[config.mk]
export PLATFORM = sky130hd
export DESIGN_NAME = quadrature_encoder_emulator
export DESIGN_NICKNAME = d
export VERILOG_FILES = /design/src/hdl/qee_pkg.sv /design/src/hdl/qee_div.sv /design/src/hdl/qee_dp.sv /design/src/hdl/qee_ctrl.sv /design/src/hdl/quadrature_encoder_emulator.sv
export SDC_FILE = /design/constraint.sdc
export NUM_CORES = 1
export LEC_CHECK = 0
export ABC_AREA = 1
export BUFFER_PORTS_ARGS = -buffer_cell sky130_fd_sc_hd__buf_2
export CAP_MARGIN = 20
export CORE_UTILIZATION = 46
export CTS_BUF_LIST = sky130_fd_sc_hd__clkbuf_8
export CTS_CLUSTER_DIAMETER = 60
export CTS_CLUSTER_SIZE = 10
export DETAILED_ROUTE_END_ITERATION = 7
export PLACE_DENSITY_LB_ADDON = 0.3
export REMOVE_ABC_BUFFERS = 1
export SETUP_SLACK_MARGIN = 0.5
export SKIP_CTS_REPAIR_TIMING = 1
export SKIP_LAST_GASP = 1
export SYNTH_ARGS = -nofsm -noshare
export SYNTH_HDL_FRONTEND = slang
export SYNTH_SLANG_ARGS = --single-unit
[constraint.sdc]
create_clock -name clk -period 4.2 [get_ports clk]
set_clock_uncertainty 0.2 [all_clocks]
set_input_delay 0 -clock clk [delete_from_list [all_inputs] [get_ports clk]]
set_output_delay 0 -clock clk [all_outputs]
set_load 0.03 [all_outputs]
[src/hdl/qee_pkg.sv]
`timescale 1ns / 1ps
// ----------------------------------------------------------------------------
// qee_pkg
// Types and constants shared by the quadrature encoder emulator modules.
// ----------------------------------------------------------------------------
package qee_pkg;

  localparam int IN_W      = 40;
  localparam int OUT_W     = 24;
  localparam int CFG_W     = 16;
  localparam int REG_IDX_W = 1;

  localparam logic [15:0] SPEED_NUM          = 16'd48000;
  localparam logic [15:0] MIN_DUTY           = 16'd40;
  localparam logic [7:0]  APPROACH_DIV_RESET = 8'd8;
  localparam logic [15:0] START_PERIOD_RESET = 16'hFFFF;

  localparam logic [REG_IDX_W-1:0] REG_APPROACH_DIV = 1'b0;
  localparam logic [REG_IDX_W-1:0] REG_START_PERIOD = 1'b1;

  localparam logic [1:0] STEP_NONE = 2'b00;
  localparam logic [1:0] STEP_FWD  = 2'b01;
  localparam logic [1:0] STEP_REV  = 2'b11;

  typedef enum logic [1:0] {
    DIR_STOP = 2'd0,
    DIR_CW   = 2'd1,
    DIR_CCW  = 2'd2
  } dir_t;

  typedef enum logic [2:0] {
    S_IDLE,
    S_TGT,
    S_TGT_WAIT,
    S_APP,
    S_APP_WAIT,
    S_OUT
  } state_t;

  typedef struct packed {
    logic load_in;
    logic tgt_start;
    logic tgt_write;
    logic app_start;
    logic upd;
    logic out_load;
  } cmd_t;

  typedef struct packed {
    logic tgt_needed;
    logic div_done;
  } sts_t;

endpackage

[src/hdl/qee_div.sv]
`timescale 1ns / 1ps
// ----------------------------------------------------------------------------
// qee_div
// Restoring radix-2 divider, one quotient bit per cycle, 16-bit divisor.
// ----------------------------------------------------------------------------
module qee_div #(
  parameter int DW = 16
) (
  input  logic          clk,
  input  logic          rst_n,
  input  logic          start,
  input  logic [DW-1:0] dividend,
  input  logic [15:0]   divisor,
  output logic [DW-1:0] quotient,
  output logic [15:0]   remainder,
  output logic          done
);

  localparam int CW = $clog2(DW + 1);

  logic [DW-1:0] q_r, q_nxt;
  logic [15:0]   rem_r, rem_nxt;
  logic [15:0]   dvs_r;
  logic [CW-1:0] cnt_r, cnt_nxt;
  logic          busy_r, busy_nxt;
  logic          done_r, done_nxt;
  logic [16:0]   trial;

  always_comb begin
    trial    = {rem_r, q_r[DW-1]};
    q_nxt    = q_r;
    rem_nxt  = rem_r;
    cnt_nxt  = cnt_r;
    busy_nxt = busy_r;
    done_nxt = 1'b0;
    if (start) begin
      q_nxt    = dividend;
      rem_nxt  = '0;
      cnt_nxt  = CW'(DW);
      busy_nxt = 1'b1;
    end else if (busy_r) begin
      if (trial >= {1'b0, dvs_r}) begin
        rem_nxt = 16'(trial - {1'b0, dvs_r});
        q_nxt   = {q_r[DW-2:0], 1'b1};
      end else begin
        rem_nxt = trial[15:0];
        q_nxt   = {q_r[DW-2:0], 1'b0};
      end
      cnt_nxt = cnt_r - CW'(1);
      if (cnt_r == CW'(1)) begin
        busy_nxt = 1'b0;
        done_nxt = 1'b1;
      end
    end
  end

  always_ff @(posedge clk) begin
    if (!rst_n) begin
      busy_r <= 1'b0;
      done_r <= 1'b0;
      cnt_r  <= '0;
    end else begin
      busy_r <= busy_nxt;
      done_r <= done_nxt;
      cnt_r  <= cnt_nxt;
    end
  end

  always_ff @(posedge clk) begin
    q_r   <= q_nxt;
    rem_r <= rem_nxt;
    if (start) begin
      dvs_r <= divisor;
    end
  end

  assign quotient  = q_r;
  assign remainder = rem_r;
  assign done      = done_r;

endmodule

[src/hdl/qee_dp.sv]
`timescale 1ns / 1ps
// ----------------------------------------------------------------------------
// qee_dp
// Datapath: input latch, period registers, quadrature position, output word.
// ----------------------------------------------------------------------------
module qee_dp #(
  parameter int PERIOD_WIDTH = 16
) (
  input  logic                             clk,
  input  logic                             rst_n,
  input  logic [qee_pkg::IN_W-1:0]         in_tdata,
  output logic [qee_pkg::OUT_W-1:0]        out_tdata,
  input  logic                             cfg_we,
  input  logic [qee_pkg::REG_IDX_W-1:0]    cfg_addr,
  input  logic [qee_pkg::CFG_W-1:0]        cfg_wdata,
  input  qee_pkg::cmd_t                    cmd,
  output qee_pkg::sts_t                    sts
);

  import qee_pkg::*;

  localparam int PW = PERIOD_WIDTH;
  localparam int DW = (PERIOD_WIDTH > 16) ? PERIOD_WIDTH : 16;

  dir_t        dir_r;
  logic [15:0] duty_r;
  logic [7:0]  adiv_r;
  logic [PW-1:0] cur_r, tgt_r;
  logic [1:0]  pos_r, pos_nxt;
  logic [15:0] period_out_r;
  logic        enc_a_r, enc_b_r;
  logic [1:0]  step_out_r;

  dir_t        in_dir;
  logic [15:0] in_duty_cw, in_duty_ccw;
  logic [1:0]  step;
  logic        ge;
  logic [PW-1:0] diff, cur_nxt;
  logic [7:0]  dvs_eff;
  logic        div_start;
  logic [DW-1:0] div_dividend, div_q;
  logic [15:0] div_divisor, div_rem;
  logic        div_done;
  logic [PW-1:0] q_pw;

  assign in_dir      = dir_t'(in_tdata[1:0]);
  assign in_duty_cw  = in_tdata[17:2];
  assign in_duty_ccw = in_tdata[33:18];

  always_comb begin
    case (dir_r)
      DIR_CW:  step = STEP_FWD;
      DIR_CCW: step = STEP_REV;
      default: step = STEP_NONE;
    endcase
  end

  // period error and the effective divisor
  assign ge      = (tgt_r >= cur_r);
  assign diff    = ge ? (tgt_r - cur_r) : (cur_r - tgt_r);
  assign dvs_eff = (adiv_r == 8'd0) ? 8'd1 : adiv_r;

  assign div_start    = cmd.tgt_start | cmd.app_start;
  assign div_dividend = cmd.app_start ? DW'(diff) : DW'(SPEED_NUM);
  assign div_divisor  = cmd.app_start ? 16'(dvs_eff) : duty_r;

  qee_div #(
    .DW(DW)
  ) u_div (
    .clk      (clk),
    .rst_n    (rst_n),
    .start    (div_start),
    .dividend (div_dividend),
    .divisor  (div_divisor),
    .quotient (div_q),
    .remainder(div_rem),
    .done     (div_done)
  );

  assign q_pw = div_q[PW-1:0];

  // floor toward the target, rounding away from zero when moving down
  always_comb begin
    if (ge) begin
      cur_nxt = cur_r + q_pw;
    end else begin
      cur_nxt = cur_r - q_pw - PW'(div_rem != 16'd0);
    end
  end

  assign pos_nxt = pos_r + step;

  assign sts.tgt_needed = (dir_r == DIR_CW || dir_r == DIR_CCW) && (duty_r > MIN_DUTY);
  assign sts.div_done   = div_done;

  always_ff @(posedge clk) begin
    if (!rst_n) begin
      adiv_r <= APPROACH_DIV_RESET;
      cur_r  <= PW'(START_PERIOD_RESET);
      tgt_r  <= '0;
      pos_r  <= '0;
    end else begin
      if (cfg_we) begin
        unique case (cfg_addr)
          REG_APPROACH_DIV: adiv_r <= cfg_wdata[7:0];
          REG_START_PERIOD: cur_r  <= PW'(cfg_wdata);
        endcase
      end
      if (cmd.tgt_write) begin
        tgt_r <= q_pw;
      end
      if (cmd.upd) begin
        cur_r <= cur_nxt;
        pos_r <= pos_nxt;
      end
    end
  end

  always_ff @(posedge clk) begin
    if (cmd.load_in) begin
      dir_r  <= in_dir;
      duty_r <= (in_dir == DIR_CCW) ? in_duty_ccw : in_duty_cw;
    end
    if (cmd.out_load) begin
      period_out_r <= 16'(32'(cur_r));
      enc_a_r      <= (pos_r <= 2'd1);
      enc_b_r      <= (pos_r == 2'd0) || (pos_r == 2'd3);
      step_out_r   <= step;
    end
  end

  assign out_tdata = {4'b0, step_out_r, enc_b_r, enc_a_r, period_out_r};

endmodule

[src/hdl/qee_ctrl.sv]
`timescale 1ns / 1ps
// ----------------------------------------------------------------------------
// qee_ctrl
// Sequencer: optional target division, approach division, update, hand-off.
// ----------------------------------------------------------------------------
module qee_ctrl (
  input  logic          clk,
  input  logic          rst_n,
  input  logic          in_tvalid,
  output logic          in_tready,
  output logic          out_tvalid,
  input  logic          out_tready,
  output qee_pkg::cmd_t cmd,
  input  qee_pkg::sts_t sts
);

  import qee_pkg::*;

  state_t state_r, state_nxt;
  logic   out_valid_r, out_valid_nxt;
  logic   out_free;

  assign out_free = !out_valid_r || out_tready;

  always_comb begin
    state_nxt = state_r;
    cmd       = '0;
    in_tready = 1'b0;
    unique case (state_r)
      S_IDLE: begin
        in_tready = 1'b1;
        if (in_tvalid) begin
          cmd.load_in = 1'b1;
          state_nxt   = S_TGT;
        end
      end
      S_TGT: begin
        if (sts.tgt_needed) begin
          cmd.tgt_start = 1'b1;
          state_nxt     = S_TGT_WAIT;
        end else begin
          state_nxt = S_APP;
        end
      end
      S_TGT_WAIT: begin
        if (sts.div_done) begin
          cmd.tgt_write = 1'b1;
          state_nxt     = S_APP;
        end
      end
      S_APP: begin
        cmd.app_start = 1'b1;
        state_nxt     = S_APP_WAIT;
      end
      S_APP_WAIT: begin
        if (sts.div_done) begin
          cmd.upd   = 1'b1;
          state_nxt = S_OUT;
        end
      end
      S_OUT: begin
        if (out_free) begin
          cmd.out_load = 1'b1;
          state_nxt    = S_IDLE;
        end
      end
      default: state_nxt = S_IDLE;
    endcase
  end

  always_comb begin
    out_valid_nxt = out_valid_r;
    if (cmd.out_load) begin
      out_valid_nxt = 1'b1;
    end else if (out_tready) begin
      out_valid_nxt = 1'b0;
    end
  end

  always_ff @(posedge clk) begin
    if (!rst_n) begin
      state_r     <= S_IDLE;
      out_valid_r <= 1'b0;
    end else begin
      state_r     <= state_nxt;
      out_valid_r <= out_valid_nxt;
    end
  end

  assign out_tvalid = out_valid_r;

endmodule

[src/hdl/quadrature_encoder_emulator.sv]
`timescale 1ns / 1ps
// ----------------------------------------------------------------------------
// quadrature_encoder_emulator
// Per timer tick: recompute the target period from the duty, approach it,
// step the quadrature position and report period, encoder levels and step.
// The word is accepted in S_IDLE, then the serial divider computes the
// target (skipped when it is kept) and the approach step before S_OUT.
// A new word is accepted only once S_OUT has loaded the previous result; a
// new word is taken while a result waits.
// Reset: synchronous active-low rst_n; divisor 8, period 65535, target and
// position zero.
// ----------------------------------------------------------------------------
module quadrature_encoder_emulator #(
  parameter int PERIOD_WIDTH = 16
) (
  input  logic                          clk,
  input  logic                          rst_n,
  input  logic                          in_tvalid,
  output logic                          in_tready,
  // command[1:0], duty_cw[17:2], duty_ccw[33:18], zero fill
  input  logic [qee_pkg::IN_W-1:0]      in_tdata,
  output logic                          out_tvalid,
  input  logic                          out_tready,
  // new_period[15:0], enc_a[16], enc_b[17], motor_step[19:18], zero fill
  output logic [qee_pkg::OUT_W-1:0]     out_tdata,
  input  logic                          cfg_we,
  input  logic [qee_pkg::REG_IDX_W-1:0] cfg_addr,
  input  logic [qee_pkg::CFG_W-1:0]     cfg_wdata
);

  import qee_pkg::*;

  cmd_t cmd;
  sts_t sts;

  qee_ctrl u_ctrl (
    .clk       (clk),
    .rst_n     (rst_n),
    .in_tvalid (in_tvalid),
    .in_tready (in_tready),
    .out_tvalid(out_tvalid),
    .out_tready(out_tready),
    .cmd       (cmd),
    .sts       (sts)
  );

  qee_dp #(
    .PERIOD_WIDTH(PERIOD_WIDTH)
  ) u_dp (
    .clk      (clk),
    .rst_n    (rst_n),
    .in_tdata (in_tdata),
    .out_tdata(out_tdata),
    .cfg_we   (cfg_we),
    .cfg_addr (cfg_addr),
    .cfg_wdata(cfg_wdata),
    .cmd      (cmd),
    .sts      (sts)
  );

endmodule
# Word level (Yosys, flattened, before mapping)
# Index checks and enable logic that the tools add are counted.
# Widths: inputs -> output; s select.
# totals
in_bits	62
out_inout_bits	26
ff_bits	139
elab_cells	107
# op_classes
n_reduce_logical	18
muxes	39
add_sub_neg	8
magnitude_cmp	4
bitwise	4
n_eq_ne	14
# op_table
cell	count
$mux 16	10
$sub 16x16->16	4
$mux 1	19
$pmux 3 s6	1
$ge 17x16->1	1
$add 16x16->16	1
$ge 16x16->1	1
$gt 16x6->1 const B	1
$mux 8	2
$reduce_bool 16->1	1
$sub 16x1->16	1
$mux 3	4
$mux 5	2
$logic_not 8->1	1
$reduce_bool 2->1	4
$eq 2x2->1 const B	3
$eq 3x2->1 const B	2
$eq 3x3->1 const B	2
$ne 2x1->1 const B	3
$eq 5x1->1 const B	1
$sub 5x1->5 const B	1
$pmux 2 s2	1
$reduce_and 2->1	2
$reduce_and 4->1	1
14 further kinds	18

# Depth between registers and ports, before layout
# logic_depth
depth_word	7
mapped_depth	22
mapped_depth_nobuf	22

# Hierarchy
# A second synthesis with hierarchy kept.
# hier_totals
hier_cells	1667
area_unflattened_um2	11234.5
# by_module_without_submodules
module	area_each_um2	seq_area_each_um2	n_inst	cells_per_inst
qee_dp	7627.3	1981.9	1	1168
qee_div	3330.7	1421.4	1	450
qee_ctrl	276.5	80.1	1	49

# Worst setup path after synthesis
# No wires, ideal clock.
# synth_path
path_type	register to register
startpoint	reg u_dp.u_div.rem_r[8] (netlist: u_dp.u_div.remainder[8])
endpoint	reg u_dp.cur_r[14]
path_stages_with_launch	22
required_time_ps	3888
arrival_ps	2636
setup_ps	112
path_buffers	0
setup_slack_ps	1251
synth_period_minus_slack_ps	2949
cell_sequence	dfxtp_1 -> nor4_1 -> nand4_1 -> fa_1 -> inv_1 -> ha_1 -> inv_1 -> nand2_1 -> inv_1 -> fa_1 -> nand2_1 -> nand2_1 -> nand2_1 -> nand2_1 -> nand2_1 -> nand2_1 -> nand2_1 -> nand2_1 -> nand3_1 -> nand3_1 -> nand2_1 -> nand2_1
# synth_via
elab_chain_cells	4
# synth_lines
item	line	text
start, declared	qee_div.sv:22	logic [15:0] rem_r, rem_nxt;
start signal, assigned	qee_div.sv:71	rem_r <= rem_nxt;
$reduce_bool 16->1	qee_dp.sv:87	cur_nxt = cur_r - q_pw - PW'(div_rem != 16'd0);
$sub 16x1->16	qee_dp.sv:87	
$mux 16	qee_dp.sv:84	if (ge) begin
$mux 16	qee_dp.sv:112	if (cmd.upd) begin
end signal, assigned	qee_dp.sv:99	cur_r <= PW'(START_PERIOD_RESET);
end signal, assigned	qee_dp.sv:106	REG_START_PERIOD: cur_r <= PW'(cfg_wdata);
end signal, assigned	qee_dp.sv:113	cur_r <= cur_nxt;
end, declared	qee_dp.sv:28	logic [PW-1:0] cur_r, tgt_r;
# Every way passes these cells.
# A chain may end at the register's enable or synchronous reset.

# Worst setup path after layout
# layout_path
startpoint	reg u_dp.u_div.rem_r[7] (netlist: u_dp.u_div.remainder[7])
endpoint	reg u_dp.cur_r[12]
# The elaborated chain is that of the path after synthesis.

==> run_results.csv <==
group,metric,value,unit
status,outcome,"complete, no violations",
critical_path,cp_max_fo,4,
synth,ys_seq_area_frac,0.316,
pwr,powerDensity,536,mW/mm^2
clock_tree,path_clk_slew,0.10,ns
synth,syn_inst,1610,
die,die-area,0.0246,mm^2
critical_path,end_kind,"flop",
synth,synth-async-reset-ratio,0,
sta,finalMaxSlewViolations,0,
synth,ys.flop_type,"edfxtp_1",
synth,synth_common_cells,"nand2_1, inv_1, nand3_1, nor2_1, ha_1",
synth,synth.most_common_cell,"nand2_1",
pwr,power,6.88,mW
synth,synth_top_area_share,0.190,
route,ant_nets,0,
placement,dpl.hpwl,22100,um
sta,finalSetupViolations,0,
final_layout,layout.area.seq,0.00349,mm^2
clock_tree,cts-root-buf,"clkbuf_8",
synth,synth_area,0.0110,mm^2
placement,port_buffers,77,
clock_tree,clock_latency,0.48,ns
die,die-height,157,um
grt,grt_overflow,0,
sta,tightest_slew,0.858,ns
worst_hold_path,hold_depth,2,
clock_tree,cts.htree.levels,4,
sta,hold_violations,0,
grt,grt_util_met1,0.350,
die,die_w,157,um
final_layout,stdcell_area,0.0128,mm^2
die,rows,56,
sta,fin_tns_setup,0,ns
sta,rsz0062_at_grt,"no",
die,start_util,0.470,
critical_path,arrival,3.58,ns
route,drc,0,
critical_path,critPathLaunchType,"flop",
grt,grt_busiest_layer,"met2",
final_layout,nFillCells,2262,
die,num_io_pins,88,
sta,min_period,3.40,ns
critical_path,r2r_cells,21,
route,avgRoutedWirePerCell,14.4,um
die,core,0.0235,mm^2
final_layout,area_delta_synth_final,16.3,%
sta,fmax,0.294,GHz
synth,synth_edf_count,70,
final_layout,drive_gt1_frac,0.0995,
worst_hold_path,holdCritPathClass,"in2reg",
sta,worst_slack,0.799,ns
clock_tree,cts_inserted_buffers,17,
route,vias_per_cell,5.07,
synth,synth_cell_types,47,
grt,grt_pass1_vias,9271,
synth,synthTopCellsByArea,"edfxtp_1, nand2_1, dfxtp_1, ha_1, inv_1",
route,first_iter_violations,863,
synth,synth_warnings,0,
synth,yosysTopAreaCell,"edfxtp_1",
placement,dp_slack,0.639,ns
sta,max-slew-margin-rel,0.428,
pwr,leakagePower,6.61,nW
sta,finalCritPeriodShare,0.810,
grt,antenna_found_initial,0,
final_layout,nets,1909,
final_layout,utilization,0.547,
synth,syn_area_per_cell,6.86,um^2
grt,grt_util_all_layers,0.243,
pwr,vdd_drop_max,0.297,mV
placement,placed_area,0.0117,mm^2
grt,grtUsageMet3,0.0441,
route,firstDrtPassIters,5,
synth,synth_seq_cells,139,
placement,finalWeightedCongestion,0.914,
clock_tree,clockBufferDepth,2,
clock_tree,cts_tree,"done",
job,maxCapViolCount,0,
critical_path,crit_type,"reg2reg",
grt,grt_pass1_wl,46500,um
critical_path,cp_data_required_time,4.38,ns
grt,grt_max_degree,48,
final_layout,num_antenna_cells,0,
final_layout,multi_input_area,0.00635,mm^2
clock_tree,cts_sinks,139,
route,routed_wl,29900,um
route,via_count,10500,
grt,met2_usage,0.369,
placed cells by master (no fill, tap or decap), types with 16 or more instances in the layout:
cell type	n
nand2_1	528
inv_1	268
nand3_1	118
nor2_1	97
ha_1	95
a21oi_1	81
buf_2	77
edfxtp_1	70
dlygate4sd3_1	69
o21ai_0	66
dfxtp_1	66
nand3b_1	26
xor2_1	21
clkbuf_8	17
mux2_2	16
through the flow:
stage	cells	hold slack (ns)
after floorplan	1572	-0.102
after global placement	1976	-0.00888
after detailed placement	1976	-0.00456
after CTS	2008	-0.524
after global routing	2078	0.0237
final	2078	0.0407
final cells by class:
cell class              count  share of cell area
clock buffers              17              0.0182
clock inverters            15              0.0151
inverters                 273              0.0798
multi-input cells        1160               0.495
flip-flops and latches    139               0.272
well taps                 319              0.0311
repair buffers            155              0.0896
sequential cells by signal, summed over array words and instances, names as in the netlist, 2 cells and up:
register	cells
u_dp.period_out_r	16
u_dp.u_div.dvs_r	16
u_dp.step_out_r	2
u_dp.u_div.quotient	16
u_ctrl.state_r	3
u_dp.u_div.remainder	16
u_dp.tgt_r	16
u_dp.adiv_r	8
u_dp.duty_r	16
u_dp.dir_r	2
u_dp.pos_r	2
u_dp.u_div.cnt_r	5
u_dp.cur_r	16
worst max-delay path: stages (launching register included):
cell     delay (ns)
dfxtp_1        0.35
nor4_2         0.34
nand4_1        0.19
fa_1           0.51
inv_1          0.07
ha_1           0.13
inv_1          0.04
nand2_1        0.11
inv_1          0.07
fa_2           0.35
nand2_1        0.10
nand2_1        0.07
nand2_2        0.09
nand2_1        0.07
nand2_1        0.10
nand2_1        0.09
nand2_1        0.07
nand2_1        0.05
nand3_1        0.08
nand3_1        0.09
nand2_1        0.09
nand2_1        0.05
path summary, 6_finish.rpt:
| kind | start | end | slack (ns) |
|---|---|---|---|
| worst max register to register | u_dp.u_div.remainder[7] | u_dp.cur_r[12] | 0.80 |
| worst max-delay path | u_dp.u_div.remainder[7] | u_dp.cur_r[12] | 0.80 |
| worst min register to register | u_dp.pos_r[1] | u_dp.pos_r[1] | 0.27 |
| worst min-delay path | in_tdata[0] | u_dp.dir_r[0] | 0.04 |
power by group:
group	internal (mW)	switching, mW
clock network	0.513	0.667
registers	1.77	0.229
logic	1.37	2.33
total	3.65	3.23
logic make-up after synthesis:
kind of cell / synth area share
AOI/OAI and AO/OA: 0.0842
xor gates and xnor gates: 0.0254
adders and majority gates: 0.119
buffers and inverters: 0.115
DFF: 0.316
muxes: 0.0163
other: 0.000340
and+or+nand+nor: 0.325
routing by layer:
layer / up-vias / wire length, um
met1: 4849 / 14300
met5: - / 0
met4: 0 / 425
met3: 32 / 1900
li1: 5343 / -
met2: 312 / 13200
Power figures use the tool's default switching activity.
